**src/rtl/hbk_pkg.sv**
```systemverilog
`timescale 1ns / 1ps

package hbk_pkg;

  // Field widths fixed by the channel and register definitions.
  localparam int OP_W       = 2;
  localparam int STATUS_W   = 2;
  localparam int COUNT_W    = 7;
  localparam int CAP_W      = 7;
  localparam int CFG_IDX_W  = 1;
  localparam int CFG_DATA_W = 7;

  // Register indexes on the configuration port.
  localparam logic [CFG_IDX_W-1:0] CFG_CAPACITY = 1'b0;
  localparam logic [CFG_IDX_W-1:0] CFG_ORDER    = 1'b1;

  // Operation codes carried by the input channel.
  typedef enum logic [OP_W-1:0] {
    OP_PUSH  = 2'd0,
    OP_POP   = 2'd1,
    OP_TOP   = 2'd2,
    OP_CLEAR = 2'd3
  } op_t;

  // Status codes returned with every result.
  typedef enum logic [STATUS_W-1:0] {
    ST_OK      = 2'd0,
    ST_EMPTY   = 2'd1,
    ST_DROPPED = 2'd2
  } status_t;

endpackage

```
**src/rtl/hbk_ifs.sv**
```systemverilog
`timescale 1ns / 1ps

// Command channel: operation code and key.
interface hbk_in_if #(
  parameter int KEY_WIDTH = 32
);
  logic                        valid;
  logic                        ready;
  logic [hbk_pkg::OP_W-1:0]    op;
  logic [KEY_WIDTH-1:0]        key;

  modport source (output valid, output op, output key, input ready);
  modport sink   (input valid, input op, input key, output ready);
endinterface

// Result channel: status, root key and entry count.
interface hbk_out_if #(
  parameter int KEY_WIDTH = 32
);
  logic                           valid;
  logic                           ready;
  logic [hbk_pkg::STATUS_W-1:0]   status;
  logic [KEY_WIDTH-1:0]           top_key;
  logic [hbk_pkg::COUNT_W-1:0]    count;

  modport source (output valid, output status, output top_key, output count, input ready);
  modport sink   (input valid, input status, input top_key, input count, output ready);
endinterface

```
**src/rtl/hbk_rank.sv**
```systemverilog
`timescale 1ns / 1ps

// Shared key comparator: high when key a belongs further from the root than key b.
module hbk_rank #(
  parameter int KEY_WIDTH = 32
) (
  input  logic [KEY_WIDTH-1:0] a,
  input  logic [KEY_WIDTH-1:0] b,
  input  logic                 descending,
  output logic                 after
);

  // A max-heap keeps smaller keys lower, a min-heap keeps larger keys lower.
  always_comb begin
    if (descending) begin
      after = (a < b);
    end else begin
      after = (a > b);
    end
  end

endmodule

```
**src/rtl/hbk_ctrl.sv**
```systemverilog
`timescale 1ns / 1ps

// Heap sequencer: key store, root copy, sift up and sift down walks, result register.
module hbk_ctrl #(
  parameter int DEPTH     = 64,
  parameter int KEY_WIDTH = 32,
  parameter int IDX_W     = 6,
  parameter int CNT_W     = 7
) (
  input  logic                           clk,
  input  logic                           rst_n,
  input  logic [CNT_W-1:0]               eff_cap,
  input  logic                           descending,
  input  logic                           in_valid,
  output logic                           in_ready,
  input  logic [hbk_pkg::OP_W-1:0]       in_op,
  input  logic [KEY_WIDTH-1:0]           in_key,
  output logic                           out_valid,
  input  logic                           out_ready,
  output logic [hbk_pkg::STATUS_W-1:0]   out_status,
  output logic [KEY_WIDTH-1:0]           out_top_key,
  output logic [hbk_pkg::COUNT_W-1:0]    out_count
);

  typedef enum logic [3:0] {
    S_IDLE,
    S_FULL,
    S_UP_RD,
    S_UP_CMP,
    S_POP_RD,
    S_POP_LD,
    S_DN_RD,
    S_DN_SEL,
    S_DN_CMP,
    S_FIN
  } state_t;

  state_t                      state_r, state_nxt;
  logic [CNT_W-1:0]            cnt_r, cnt_nxt;
  logic [CNT_W-1:0]            n_r, n_nxt;
  logic [IDX_W-1:0]            pos_r, pos_nxt;
  logic [IDX_W-1:0]            par_r, par_nxt;
  logic [IDX_W-1:0]            cidx_r, cidx_nxt;
  logic [IDX_W-1:0]            bidx_r, bidx_nxt;
  logic                        has_r, has_nxt;
  logic [KEY_WIDTH-1:0]        v_r, v_nxt;
  logic [KEY_WIDTH-1:0]        best_r, best_nxt;
  logic [KEY_WIDTH-1:0]        root_r, root_nxt;
  hbk_pkg::status_t            status_r, status_nxt;
  logic                        out_valid_r, out_valid_nxt;
  hbk_pkg::status_t            out_status_r, out_status_nxt;
  logic [KEY_WIDTH-1:0]        out_top_r, out_top_nxt;
  logic [hbk_pkg::COUNT_W-1:0] out_count_r, out_count_nxt;

  // Key store with one write port and two registered read ports.
  logic [KEY_WIDTH-1:0] heap_mem [DEPTH];
  logic                 mem_we;
  logic [IDX_W-1:0]     mem_wa;
  logic [KEY_WIDTH-1:0] mem_wd;
  logic [IDX_W-1:0]     mem_ra;
  logic [IDX_W-1:0]     mem_rb;
  logic [KEY_WIDTH-1:0] rd_a;
  logic [KEY_WIDTH-1:0] rd_b;

  // Shared comparator operands.
  logic [KEY_WIDTH-1:0] cmp_a;
  logic [KEY_WIDTH-1:0] cmp_b;
  logic                 cmp_after;

  logic [CNT_W-1:0]         child;
  logic [CNT_W-1:0]         right;
  logic [IDX_W-1:0]         parent;
  logic [CNT_W+6:0]         cnt_wide;

  always_ff @(posedge clk) begin
    if (mem_we) begin
      heap_mem[mem_wa] <= mem_wd;
    end
    rd_a <= heap_mem[mem_ra];
    rd_b <= heap_mem[mem_rb];
  end

  hbk_rank #(
    .KEY_WIDTH (KEY_WIDTH)
  ) u_rank (
    .a          (cmp_a),
    .b          (cmp_b),
    .descending (descending),
    .after      (cmp_after)
  );

  // Operand selection for the comparator in each step.
  always_comb begin
    case (state_r)
      S_FULL: begin
        cmp_a = v_r;
        cmp_b = root_r;
      end
      S_UP_CMP: begin
        cmp_a = rd_a;
        cmp_b = v_r;
      end
      S_DN_SEL: begin
        cmp_a = rd_a;
        cmp_b = rd_b;
      end
      default: begin
        cmp_a = v_r;
        cmp_b = best_r;
      end
    endcase
  end

  // Tree addresses around the current position.
  assign child    = {pos_r, 1'b1};
  assign right    = child + CNT_W'(1);
  assign parent   = (pos_r - IDX_W'(1)) >> 1;
  assign cnt_wide = {7'd0, cnt_r};

  // Sequencer next-state logic.
  always_comb begin
    state_nxt      = state_r;
    cnt_nxt        = cnt_r;
    n_nxt          = n_r;
    pos_nxt        = pos_r;
    par_nxt        = par_r;
    cidx_nxt       = cidx_r;
    bidx_nxt       = bidx_r;
    has_nxt        = has_r;
    v_nxt          = v_r;
    best_nxt       = best_r;
    status_nxt     = status_r;
    out_status_nxt = out_status_r;
    out_top_nxt    = out_top_r;
    out_count_nxt  = out_count_r;
    out_valid_nxt  = out_valid_r && !out_ready;
    mem_we         = 1'b0;
    mem_wa         = pos_r;
    mem_wd         = v_r;
    mem_ra         = par_r;
    mem_rb         = par_r;

    case (state_r)
      S_IDLE: begin
        if (in_valid) begin
          v_nxt      = in_key;
          status_nxt = hbk_pkg::ST_OK;
          case (hbk_pkg::op_t'(in_op))
            hbk_pkg::OP_PUSH: begin
              if (cnt_r >= eff_cap) begin
                state_nxt = S_FULL;
              end else begin
                pos_nxt   = cnt_r[IDX_W-1:0];
                cnt_nxt   = cnt_r + CNT_W'(1);
                state_nxt = S_UP_RD;
              end
            end
            hbk_pkg::OP_POP: begin
              if (cnt_r == '0) begin
                status_nxt = hbk_pkg::ST_EMPTY;
                state_nxt  = S_FIN;
              end else begin
                cnt_nxt   = cnt_r - CNT_W'(1);
                state_nxt = (cnt_r == CNT_W'(1)) ? S_FIN : S_POP_RD;
              end
            end
            hbk_pkg::OP_TOP: begin
              if (cnt_r == '0) begin
                status_nxt = hbk_pkg::ST_EMPTY;
              end
              state_nxt = S_FIN;
            end
            default: begin
              cnt_nxt   = '0;
              state_nxt = S_FIN;
            end
          endcase
        end
      end

      // Full heap: replace the root only when the key ranks after it.
      S_FULL: begin
        if (cmp_after) begin
          pos_nxt   = '0;
          n_nxt     = cnt_r;
          state_nxt = S_DN_RD;
        end else begin
          status_nxt = hbk_pkg::ST_DROPPED;
          state_nxt  = S_FIN;
        end
      end

      // Pop: fetch the last entry, then sift it down from the root.
      S_POP_RD: begin
        mem_ra    = cnt_r[IDX_W-1:0];
        state_nxt = S_POP_LD;
      end
      S_POP_LD: begin
        v_nxt     = rd_a;
        pos_nxt   = '0;
        n_nxt     = cnt_r;
        state_nxt = S_DN_RD;
      end

      // Sift up: read the parent, then move it down or settle the key.
      S_UP_RD: begin
        if (pos_r == '0) begin
          mem_we    = 1'b1;
          state_nxt = S_FIN;
        end else begin
          mem_ra    = parent;
          par_nxt   = parent;
          state_nxt = S_UP_CMP;
        end
      end
      S_UP_CMP: begin
        mem_we = 1'b1;
        if (cmp_after) begin
          mem_wd    = rd_a;
          pos_nxt   = par_r;
          state_nxt = S_UP_RD;
        end else begin
          state_nxt = S_FIN;
        end
      end

      // Sift down: read both children, pick the one nearer the root, compare.
      S_DN_RD: begin
        if (child >= n_r) begin
          mem_we    = 1'b1;
          state_nxt = S_FIN;
        end else begin
          mem_ra    = child[IDX_W-1:0];
          has_nxt   = (right < n_r);
          mem_rb    = (right < n_r) ? right[IDX_W-1:0] : child[IDX_W-1:0];
          cidx_nxt  = child[IDX_W-1:0];
          state_nxt = S_DN_SEL;
        end
      end
      S_DN_SEL: begin
        if (has_r && cmp_after) begin
          best_nxt = rd_b;
          bidx_nxt = cidx_r + IDX_W'(1);
        end else begin
          best_nxt = rd_a;
          bidx_nxt = cidx_r;
        end
        state_nxt = S_DN_CMP;
      end
      S_DN_CMP: begin
        mem_we = 1'b1;
        if (cmp_after) begin
          mem_wd    = best_r;
          pos_nxt   = bidx_r;
          state_nxt = S_DN_RD;
        end else begin
          state_nxt = S_FIN;
        end
      end

      // Load the result register once it is free.
      S_FIN: begin
        if (!out_valid_r || out_ready) begin
          out_valid_nxt  = 1'b1;
          out_status_nxt = status_r;
          out_top_nxt    = (cnt_r != '0) ? root_r : '0;
          out_count_nxt  = cnt_wide[6:0];
          state_nxt      = S_IDLE;
        end
      end

      default: begin
        state_nxt = S_IDLE;
      end
    endcase
  end

  // The root is kept in a register so it can be reported and compared at once.
  assign root_nxt = (mem_we && (mem_wa == '0)) ? mem_wd : root_r;

  always_ff @(posedge clk) begin
    n_r          <= n_nxt;
    pos_r        <= pos_nxt;
    par_r        <= par_nxt;
    cidx_r       <= cidx_nxt;
    bidx_r       <= bidx_nxt;
    has_r        <= has_nxt;
    v_r          <= v_nxt;
    best_r       <= best_nxt;
    root_r       <= root_nxt;
    status_r     <= status_nxt;
    out_status_r <= out_status_nxt;
    out_top_r    <= out_top_nxt;
    out_count_r  <= out_count_nxt;
    if (!rst_n) begin
      state_r     <= S_IDLE;
      cnt_r       <= '0;
      out_valid_r <= 1'b0;
    end else begin
      state_r     <= state_nxt;
      cnt_r       <= cnt_nxt;
      out_valid_r <= out_valid_nxt;
    end
  end

  assign in_ready    = (state_r == S_IDLE);
  assign out_valid   = out_valid_r;
  assign out_status  = out_status_r;
  assign out_top_key = out_top_r;
  assign out_count   = out_count_r;

endmodule

```
**src/rtl/bounded_top_k_binary_heap.sv**
```systemverilog
`timescale 1ns / 1ps
// Top, clear, a pop of an empty or one-entry heap and a dropped push need no walk of the tree.
// A push into a heap that is not full sifts the key up, reading and comparing one parent per level climbed.
// Pop and a replacing push sift the key down from the root, reading both children at each level descended.
// The walks are bounded by the height of the heap; a result that waits on the output stalls the next item.
// One item is in flight at a time; the single comparator and the store's registered reads set the pace.
// Reset (synchronous, active low) empties the heap, clears the result valid flag and loads defaults.
module bounded_top_k_binary_heap #(
  parameter int DEPTH     = 64,
  parameter int KEY_WIDTH = 32
) (
  input  logic                             clk,
  input  logic                             rst_n,
  input  logic                             cfg_we,
  input  logic [hbk_pkg::CFG_IDX_W-1:0]    cfg_idx,
  input  logic [hbk_pkg::CFG_DATA_W-1:0]   cfg_wdata,
  hbk_in_if.sink                           in_ch,
  hbk_out_if.source                        out_ch
);

  localparam int IDX_W = $clog2(DEPTH);
  localparam int CNT_W = IDX_W + 1;
  localparam int CAP_RESET_I = (DEPTH > 127) ? 127 : DEPTH;
  localparam logic [hbk_pkg::CAP_W-1:0] CAP_RESET = hbk_pkg::CAP_W'(CAP_RESET_I);
  localparam logic [CNT_W+hbk_pkg::CAP_W-1:0] DEPTH_EXT = (CNT_W + hbk_pkg::CAP_W)'(DEPTH);

  logic [hbk_pkg::CAP_W-1:0]         cap_r;
  logic                              desc_r;
  logic [CNT_W+hbk_pkg::CAP_W-1:0]   cap_ext;
  logic [CNT_W-1:0]                  eff_cap;

  // Configuration registers.
  always_ff @(posedge clk) begin
    if (!rst_n) begin
      cap_r  <= CAP_RESET;
      desc_r <= 1'b0;
    end else if (cfg_we) begin
      case (cfg_idx)
        hbk_pkg::CFG_CAPACITY: cap_r  <= cfg_wdata[hbk_pkg::CAP_W-1:0];
        hbk_pkg::CFG_ORDER:    desc_r <= cfg_wdata[0];
        default: ;
      endcase
    end
  end

  // Capacity in use: zero counts as one, anything above the store size as the store size.
  assign cap_ext = {{CNT_W{1'b0}}, cap_r};
  always_comb begin
    if (cap_r == '0) begin
      eff_cap = CNT_W'(1);
    end else if (cap_ext > DEPTH_EXT) begin
      eff_cap = DEPTH_EXT[CNT_W-1:0];
    end else begin
      eff_cap = cap_ext[CNT_W-1:0];
    end
  end

  hbk_ctrl #(
    .DEPTH     (DEPTH),
    .KEY_WIDTH (KEY_WIDTH),
    .IDX_W     (IDX_W),
    .CNT_W     (CNT_W)
  ) u_ctrl (
    .clk         (clk),
    .rst_n       (rst_n),
    .eff_cap     (eff_cap),
    .descending  (desc_r),
    .in_valid    (in_ch.valid),
    .in_ready    (in_ch.ready),
    .in_op       (in_ch.op),
    .in_key      (in_ch.key),
    .out_valid   (out_ch.valid),
    .out_ready   (out_ch.ready),
    .out_status  (out_ch.status),
    .out_top_key (out_ch.top_key),
    .out_count   (out_ch.count)
  );

endmodule
```
**src/flat_wrapper.sv**
```systemverilog
// flat-port wrapper written by rule: the top's interface ports become plain ports
module bounded_top_k_binary_heap_flat 
#(
  parameter int DEPTH     = 64,
  parameter int KEY_WIDTH = 32
)
  (clk, rst_n, cfg_we, cfg_idx, cfg_wdata, in_ch_valid, in_ch_op, in_ch_key, in_ch_ready, out_ch_valid, out_ch_status, out_ch_top_key, out_ch_count, out_ch_ready);
  hbk_in_if #(.KEY_WIDTH(KEY_WIDTH)) in_ch_i ();
  hbk_out_if #(.KEY_WIDTH(KEY_WIDTH)) out_ch_i ();
  input  logic clk;
  input  logic rst_n;
  input  logic cfg_we;
  input  logic [hbk_pkg::CFG_IDX_W-1:0] cfg_idx;
  input  logic [hbk_pkg::CFG_DATA_W-1:0] cfg_wdata;
  input wire logic [$bits(in_ch_i.valid)-1:0] in_ch_valid;
  input wire logic [$bits(in_ch_i.op)-1:0] in_ch_op;
  input wire logic [$bits(in_ch_i.key)-1:0] in_ch_key;
  output wire logic [$bits(in_ch_i.ready)-1:0] in_ch_ready;
  output wire logic [$bits(out_ch_i.valid)-1:0] out_ch_valid;
  output wire logic [$bits(out_ch_i.status)-1:0] out_ch_status;
  output wire logic [$bits(out_ch_i.top_key)-1:0] out_ch_top_key;
  output wire logic [$bits(out_ch_i.count)-1:0] out_ch_count;
  input wire logic [$bits(out_ch_i.ready)-1:0] out_ch_ready;
  assign in_ch_i.valid = in_ch_valid;
  assign in_ch_i.op = in_ch_op;
  assign in_ch_i.key = in_ch_key;
  assign in_ch_ready = in_ch_i.ready;
  assign out_ch_valid = out_ch_i.valid;
  assign out_ch_status = out_ch_i.status;
  assign out_ch_top_key = out_ch_i.top_key;
  assign out_ch_count = out_ch_i.count;
  assign out_ch_i.ready = out_ch_ready;
  bounded_top_k_binary_heap #(.DEPTH(DEPTH), .KEY_WIDTH(KEY_WIDTH)) u_core (.clk(clk), .rst_n(rst_n), .cfg_we(cfg_we), .cfg_idx(cfg_idx), .cfg_wdata(cfg_wdata), .in_ch(in_ch_i), .out_ch(out_ch_i));
endmodule
```
**config.mk**
```make
export PLATFORM = sky130hd
export DESIGN_NAME = bounded_top_k_binary_heap_flat
export DESIGN_NICKNAME = d
export VERILOG_FILES = /design/src/rtl/hbk_pkg.sv /design/src/rtl/hbk_ifs.sv /design/src/rtl/hbk_rank.sv /design/src/rtl/hbk_ctrl.sv /design/src/rtl/bounded_top_k_binary_heap.sv /design/src/flat_wrapper.sv
export SDC_FILE = /design/constraint.sdc
export NUM_CORES = 2
export LEC_CHECK = 0
export BUFFER_PORTS_ARGS = -buffer_cell sky130_fd_sc_hd__buf_4
export CORE_UTILIZATION = 30
export CTS_CLUSTER_DIAMETER = 120
export CTS_CLUSTER_SIZE = 24
export DETAILED_ROUTE_END_ITERATION = 10
export REMOVE_ABC_BUFFERS = 1
export SLEW_MARGIN = 20
export SYNTH_ARGS = -nofsm -noshare
export SYNTH_HDL_FRONTEND = slang
export SYNTH_SLANG_ARGS = --single-unit
```
**constraint.sdc**
```tcl
create_clock -name clk -period 5.28 [get_ports clk]
set_input_delay 0.528 -clock clk [delete_from_list [all_inputs] [get_ports clk]]
set_output_delay 0.528 -clock clk [all_outputs]
set_load 0.01 [all_outputs]
```
Word level (Yosys, flattened, before mapping)
Memory sizes are Yosys's and may differ from the RTL's. A register that Yosys moved wholly into a read port is not among the register bits.
Index checks and enable logic that the tools add are counted.
{ "word_totals": {"memories": 1, "ramBits": 2048, "ff_bits": 190, "elab_cells": 139} }
{ "mem_list": {"columns": ["name", "words", "word_bits", "rd", "rd_ports_with_merged_regs", "wr", "line_no", "rtl"], "rows": [
  ["u_core.u_ctrl.heap_mem", 64, 32, 2, 2, 1, "hbk_ctrl.sv:56", "logic [KEY_WIDTH-1:0] heap_mem [DEPTH];"]
]} }
{ "op_classes": {"n_eq_ne": 22, "add_sub_neg": 5, "magnitude_cmp": 6, "reduce_logical": 30, "muxes": 53, "bitwise_logic": 3} }
{ "ops": {"columns": ["cell", "n"], "rows": [
  ["two-way mux 32 bit", 5],
  ["case mux 32 bit (2 select lines)", 2],
  ["case mux 32 bit (3 select lines)", 1],
  ["two-way mux 6 bit", 12],
  ["case mux 4 bit (9 select lines)", 1],
  ["two-way mux 7 bit", 5],
  ["> comparator 32 bit", 1],
  ["< comparator 32 bit", 1],
  ["two-way mux 4 bit", 8],
  ["case mux 6 bit (5 select lines)", 1],
  ["case mux 7 bit (3 select lines)", 1],
  ["!= test 2 bit (second input constant)", 9],
  ["case mux 6 bit (3 select lines)", 1],
  ["== test 4 x 3 -> 1 bit (second input constant)", 4],
  ["adder 7 x 1 -> 7 bit (second input constant)", 2],
  [">= comparator 7 bit", 2],
  ["zero test 7 bit", 2],
  ["case mux 7 bit (2 select lines)", 1],
  ["AND reduction 2 bit", 7],
  ["two-way mux 1 bit", 9],
  ["== test 4 x 2 -> 1 bit (second input constant)", 2],
  ["== test 4 bit (second input constant)", 2],
  ["case mux 4 bit (2 select lines)", 1],
  ["OR reduction 2 bit", 4],
  ["26 further kinds", 35]
]} }

Logic depth before layout (Yosys ltp)
{ "logic_depth": {"word_depth": 8, "ltp_mapped": 20} }

By module
Synthesis repeated with hierarchy kept, for this count alone.
{ "hier_totals": {"hier_cells": 8984, "hier_area_um2": 110118.1} }
{ "modules_own_cells": {"columns": ["module", "seq_area_each_um2", "area_each_um2", "cells_each", "n_inst"], "rows": [
  ["hbk_ctrl", 68125.3, 108920.7, 8829, 1],
  ["hbk_rank", 0.0, 828.3, 117, 1],
  ["bounded_top_k_binary_heap", 160.2, 369.1, 38, 1]
]} }

Least setup slack after synthesis
No wires, ideal clock.
{ "synth_timing": {"path_kind": "register to register", "from": "reg u_core.u_ctrl.state_r[0]", "to": "mem u_core.u_ctrl.heap_mem[0][10] (data pin)", "slack_ns": -0.532, "setup_ns": 0.544, "path_buffers": 4, "arrival_ns": 5.268, "synth_period_minus_slack_ns": 5.812, "required_ns": 4.736, "stages_incl_launch_ff": 15, "path_cell_list": "dfxtp_1 > clkbuf_1 > nand2b_1 > nor3_1 > clkbuf_1 > clkbuf_1 > a221oi_1 > ha_1 > nand4_1 > nor4_1 > o21ai_0 > a21boi_0 > nor2_1 > clkbuf_1 > o2bb2ai_1"} }
{ "synth_between": {"elab_chain_len": 7} }
{ "synth_rtl": {"columns": ["element", "line_no", "rtl"], "rows": [
  ["from (decl)", "hbk_ctrl.sv:38", "state_t state_r, state_nxt;"],
  ["from (signal assigned)", "hbk_ctrl.sv:300", "state_r <= state_nxt;"],
  ["== test 4 x 3 -> 1 bit / == test 4 x 2 -> 1 bit (equally long branches)", "hbk_ctrl.sv:94, hbk_ctrl.sv:143", null],
  ["OR reduction 2 bit (no line)", null, null],
  ["two-way mux 32 bit", "hbk_ctrl.sv:94", "case (state_r)"],
  ["> comparator 32 bit / < comparator 32 bit (equally long branches)", "hbk_rank.sv:18, hbk_rank.sv:16", null],
  ["two-way mux 1 bit", "hbk_rank.sv:15", "if (descending) begin"],
  ["two-way mux 32 bit (on tied branches)", "hbk_ctrl.sv:252, hbk_ctrl.sv:218", null],
  ["case mux 32 bit (2 select lines) *", "hbk_ctrl.sv:143", "case (state_r)"],
  ["via u_core.u_ctrl.mem_wd[10]", "hbk_ctrl.sv:59", "logic [KEY_WIDTH-1:0] mem_wd;"],
  ["to (decl)", "hbk_ctrl.sv:56", null]
]} }
The timed path passes the listed nets; every way through them passes the cells marked *.

Worst setup path in the final report
{ "layout_timing": {"from": "reg u_core.u_ctrl.state_r[3]", "to": "mem u_core.u_ctrl.heap_mem[57][19] (data pin)"} }
The elaborated chain is that of the path after synthesis.

==> results.json <==
{
  "worst_ep_required_time_ns": 5.88,
  "post-route-period-util_pct": 97.8,
  "ios": 90,
  "grt_util_met2_pct": 32.5,
  "seq_power_share_pct": 33.5,
  "rows": 223,
  "totalWireLength_um": 424000,
  "synthArstFlopShare_pct": 0,
  "outcome": "completed",
  "gp_congestion": 0.965,
  "die_x_um": 610,
  "drt-vias-per-instance": 5.97,
  "synth-edff-count": 2218,
  "arrival_ns": 5.77,
  "worst_setup_path_end_kind": "register",
  "syn_area_per_cell_um2": 13.3,
  "whs_ns": 0.0394,
  "dieHeight_um": 610,
  "wl_per_cell_um": 31.3,
  "ys_seq_area_share_pct": 61.5,
  "grt_pass1_wl_um": 586000,
  "yosys-top-cells-count": "edfxtp_1 (2218), nand2_1 (1552), mux2i_1 (1120)",
  "setup_viol": 0,
  "root_buffer": "clkbuf_16",
  "antenna_found_initial": 23,
  "htreeDepth": 3,
  "clock_power_share_pct": 13.7,
  "cts_sinks": 2302,
  "switching_power_mw": 31.8,
  "num_vias": 80800,
  "design.die.area_mm2": 0.373,
  "power_frac_comb_pct": 52.8,
  "startpoint_type": "register",
  "clk_pin_slew_ns": 0.11,
  "area_growth_pct": 13.2,
  "vdd_drop_max_v": 0.000619,
  "netlist.area_leader.share_pct": 60.0,
  "power.leakage_nw": 43.2,
  "ys_ff_latch": 2302,
  "grt_usage_pct": 21.8,
  "timing.fmax_mhz": 194,
  "drt_drc_violations_left": 0,
  "drtIter0Drc": 13100,
  "slew_violations": 0,
  "hold_path.class": "in -> reg",
  "start_util_pct": 30.1,
  "grt_max_degree": 95,
  "cts_buffers": 107,
  "cts_setup_buffers": 0,
  "clock_path_buffers": 3,
  "internal-power_mw": 41.1,
  "grt_pass1_vias": 77000,
  "maxCapViolCount": 0,
  "p_total_mw": 72.8,
  "use_met3_pct": 4.96,
  "clock_latency_ns": 0.87,
  "ys.flop_type": "edfxtp_1",
  "gr-total-overflow": 0,
  "fin_skew_ns": 0.0682,
  "coreArea_mm2": 0.369,
  "synth.area.top_cells": "edfxtp_1 (60%), mux2i_1 (10%), nand2_1 (5.2%), mux4_2 (5.2%), nand3_1 (3.5%)",
  "power_density_mw_per_mm2": 579,
  "synth_top_area_cell": "edfxtp_1",
  "slew_headroom_pct": 17.6,
  "grt_use_met1_pct": 29.0,
  "synth_cell_types": 90,
  "ant_nets": 0,
  "hpwl_um": 260000,
  "ys_warn_count": 0,
  "cp_max_fo": 64,
  "hold_violations": 0,
  "fin_crit_ns": 5.16,
  "syn_area_mm2": 0.111,
  "grt-busiest-layer": "met2",
  "critPathKind": "reg -> reg",
  "tritoncts": "built",
  "drive_above_1_share_pct": 15.1,
  "port_buffers": 89,
  "synth_cells": 8341,
  "worst_pin_slew_ns": 1.24,
  "sw_frac_of_total_pct": 43.6,
  "drtPass1Iterations": 6,
  "rsz0062_at_grt": "true",
  "synth_most_common_cell": "edfxtp_1",
  "fin_nets": 8564
}
==> layout by cell type, fill, tap and decap left out, types with 64 or more instances in the layout <==
cell and n:
edfxtp_1 2218, dfxtp_1 83, and2_1 69, nand2_1 1549, nor2_1 69, mux4_2 256
o22ai_1 94, and3_1 128, mux2_2 69, o221ai_1 64, a31oi_1 67, mux2i_1 1120
buf_4 467, clkbuf_16 109, clkbuf_1 83, buf_12 165, o2111ai_1 64, nor2_4 74
nand3_1 785, a21oi_1 99, a32oi_1 225
==> logic make-up (layout without fill, tap and decap cells) <==
family / count (synthesis) / after routing / synth area share (%)
other: 0 / 33 / 0
DFF: 2302 / 2302 / 61.5
and+or+nand+nor: 2838 / 2838 / 11.5
xor gates and xnor gates: 10 / 10 / 0.0788
buffers and inverters: 685 / 893 / 3.17
AOI/OAI and AO/OA: 998 / 998 / 7.06
muxes: 1448 / 1448 / 16.0
adders and majority gates: 60 / 60 / 0.676
==> critical path, stage by stage (launching register included) <==
cell and delay, ns:
dfxtp_1 0.43, buf_4 0.22, nor2_1 0.10, nand2_4 0.29, buf_12 0.23, nor2_1 0.07, a221oi_1 0.43, ha_1 0.34
a21o_1 0.16, a21oi_1 0.60, o21ai_0 0.17, a21oi_1 0.28, buf_12 0.14, a21boi_0 0.07, buf_4 0.18, o22ai_4 0.34
buf_12 0.29, o2bb2ai_4 0.17, buf_12 0.26
==> power by group through the flow <==
stage	Clock, mW	Sequential, mW	Combinational [mW]
after detailed placement	0	24.7	37.4
after floorplan	0	24.5	18.7
after global routing	10.6	24.4	39.8
after CTS	10.1	24.3	37.5
final	9.97	24.4	38.5
after global placement	0	24.7	37.0
==> flip-flops by register name, summed over array words and instances (netlist names), 2 cells and up <==
| name | count |
|---|---|
| u_core.u_ctrl.rd_b | 32 |
| u_core.u_ctrl.best_r | 32 |
| u_core.u_ctrl.out_top_key | 32 |
| u_core.u_ctrl.state_r | 4 |
| u_core.u_ctrl.n_r | 7 |
| u_core.u_ctrl.rd_a | 32 |
| u_core.u_ctrl.cidx_r | 5 |
| u_core.u_ctrl.par_r | 6 |
| u_core.u_ctrl.out_count | 7 |
| u_core.u_ctrl.heap_mem | 2048 |
| u_core.cap_r | 7 |
| u_core.u_ctrl.cnt_r | 7 |
| u_core.u_ctrl.bidx_r | 6 |
| u_core.u_ctrl.mem_wa | 6 |
| u_core.u_ctrl.root_r | 32 |
| u_core.u_ctrl.out_status | 2 |
| u_core.u_ctrl.status_r | 2 |
| u_core.u_ctrl.v_r | 32 |
==> through the flow <==
step / utilization (%) / TNS [ns] / instance area [um2] / cells / setup WS, ns
finish: 34.1 / 0 / 126000 / 13500 / 0.116
global placement: 33.1 / -0.322 / 122000 / 13300 / -0.275
floorplan: - / - / 108000 / 7686 / -22.70
CTS: 34.1 / 0 / 126000 / 13500 / 0.0584
global route: 34.1 / -0.0300 / 126000 / 13500 / -0.0300
detailed placement: 33.1 / -84.69 / 122000 / 13300 / -0.120
==> repair_timing <==
item                                    in CTS  in global routing
resized for setup                            4                 11
endpoints found under the hold margin       27                  0
hold buffers                                27                  0
gates cloned                                 0                  0
endpoints found under the setup margin    2111               1466
==> final timing paths <==
| kind | from | endpoint | slack [ns] | cells past startpoint |
|---|---|---|---|---|
| worst max-delay path | u_core.u_ctrl.state_r[3] | u_core.u_ctrl.heap_mem[57][19] | 0.12 | 18 |
| worst max register to register | u_core.u_ctrl.state_r[3] | u_core.u_ctrl.heap_mem[57][19] | 0.12 | 18 |
| worst min-delay path | in_ch_key[9] | u_core.u_ctrl.v_r[9] | 0.04 | 2 |
| worst min register to register | u_core.u_ctrl.status_r[1] | u_core.u_ctrl.out_status[1] | 0.44 | 0 |
==> area by class of cell <==
type / count / area, um2
inverter: 30 / 113
clock inverter: 9 / 169
sequential: 2302 / 68300
fill: 35300 / 243000
timing repair buffer: 662 / 7130
clock buffer: 192 / 3040
tap: 4950 / 6190
antenna: 33 / 82.6
multi-input combinational: 5354 / 40700
==> per-layer routing <==
layer,routed length [um],share of wire [%],up-vias
met3,51900,12,1078
met4,27800,6.6,4
met5,22,0.0052,-
met2,183000,43,6168
li1,-,-,32600
met1,161000,38,41000
Note: power is estimated with default switching activity, not from simulation.
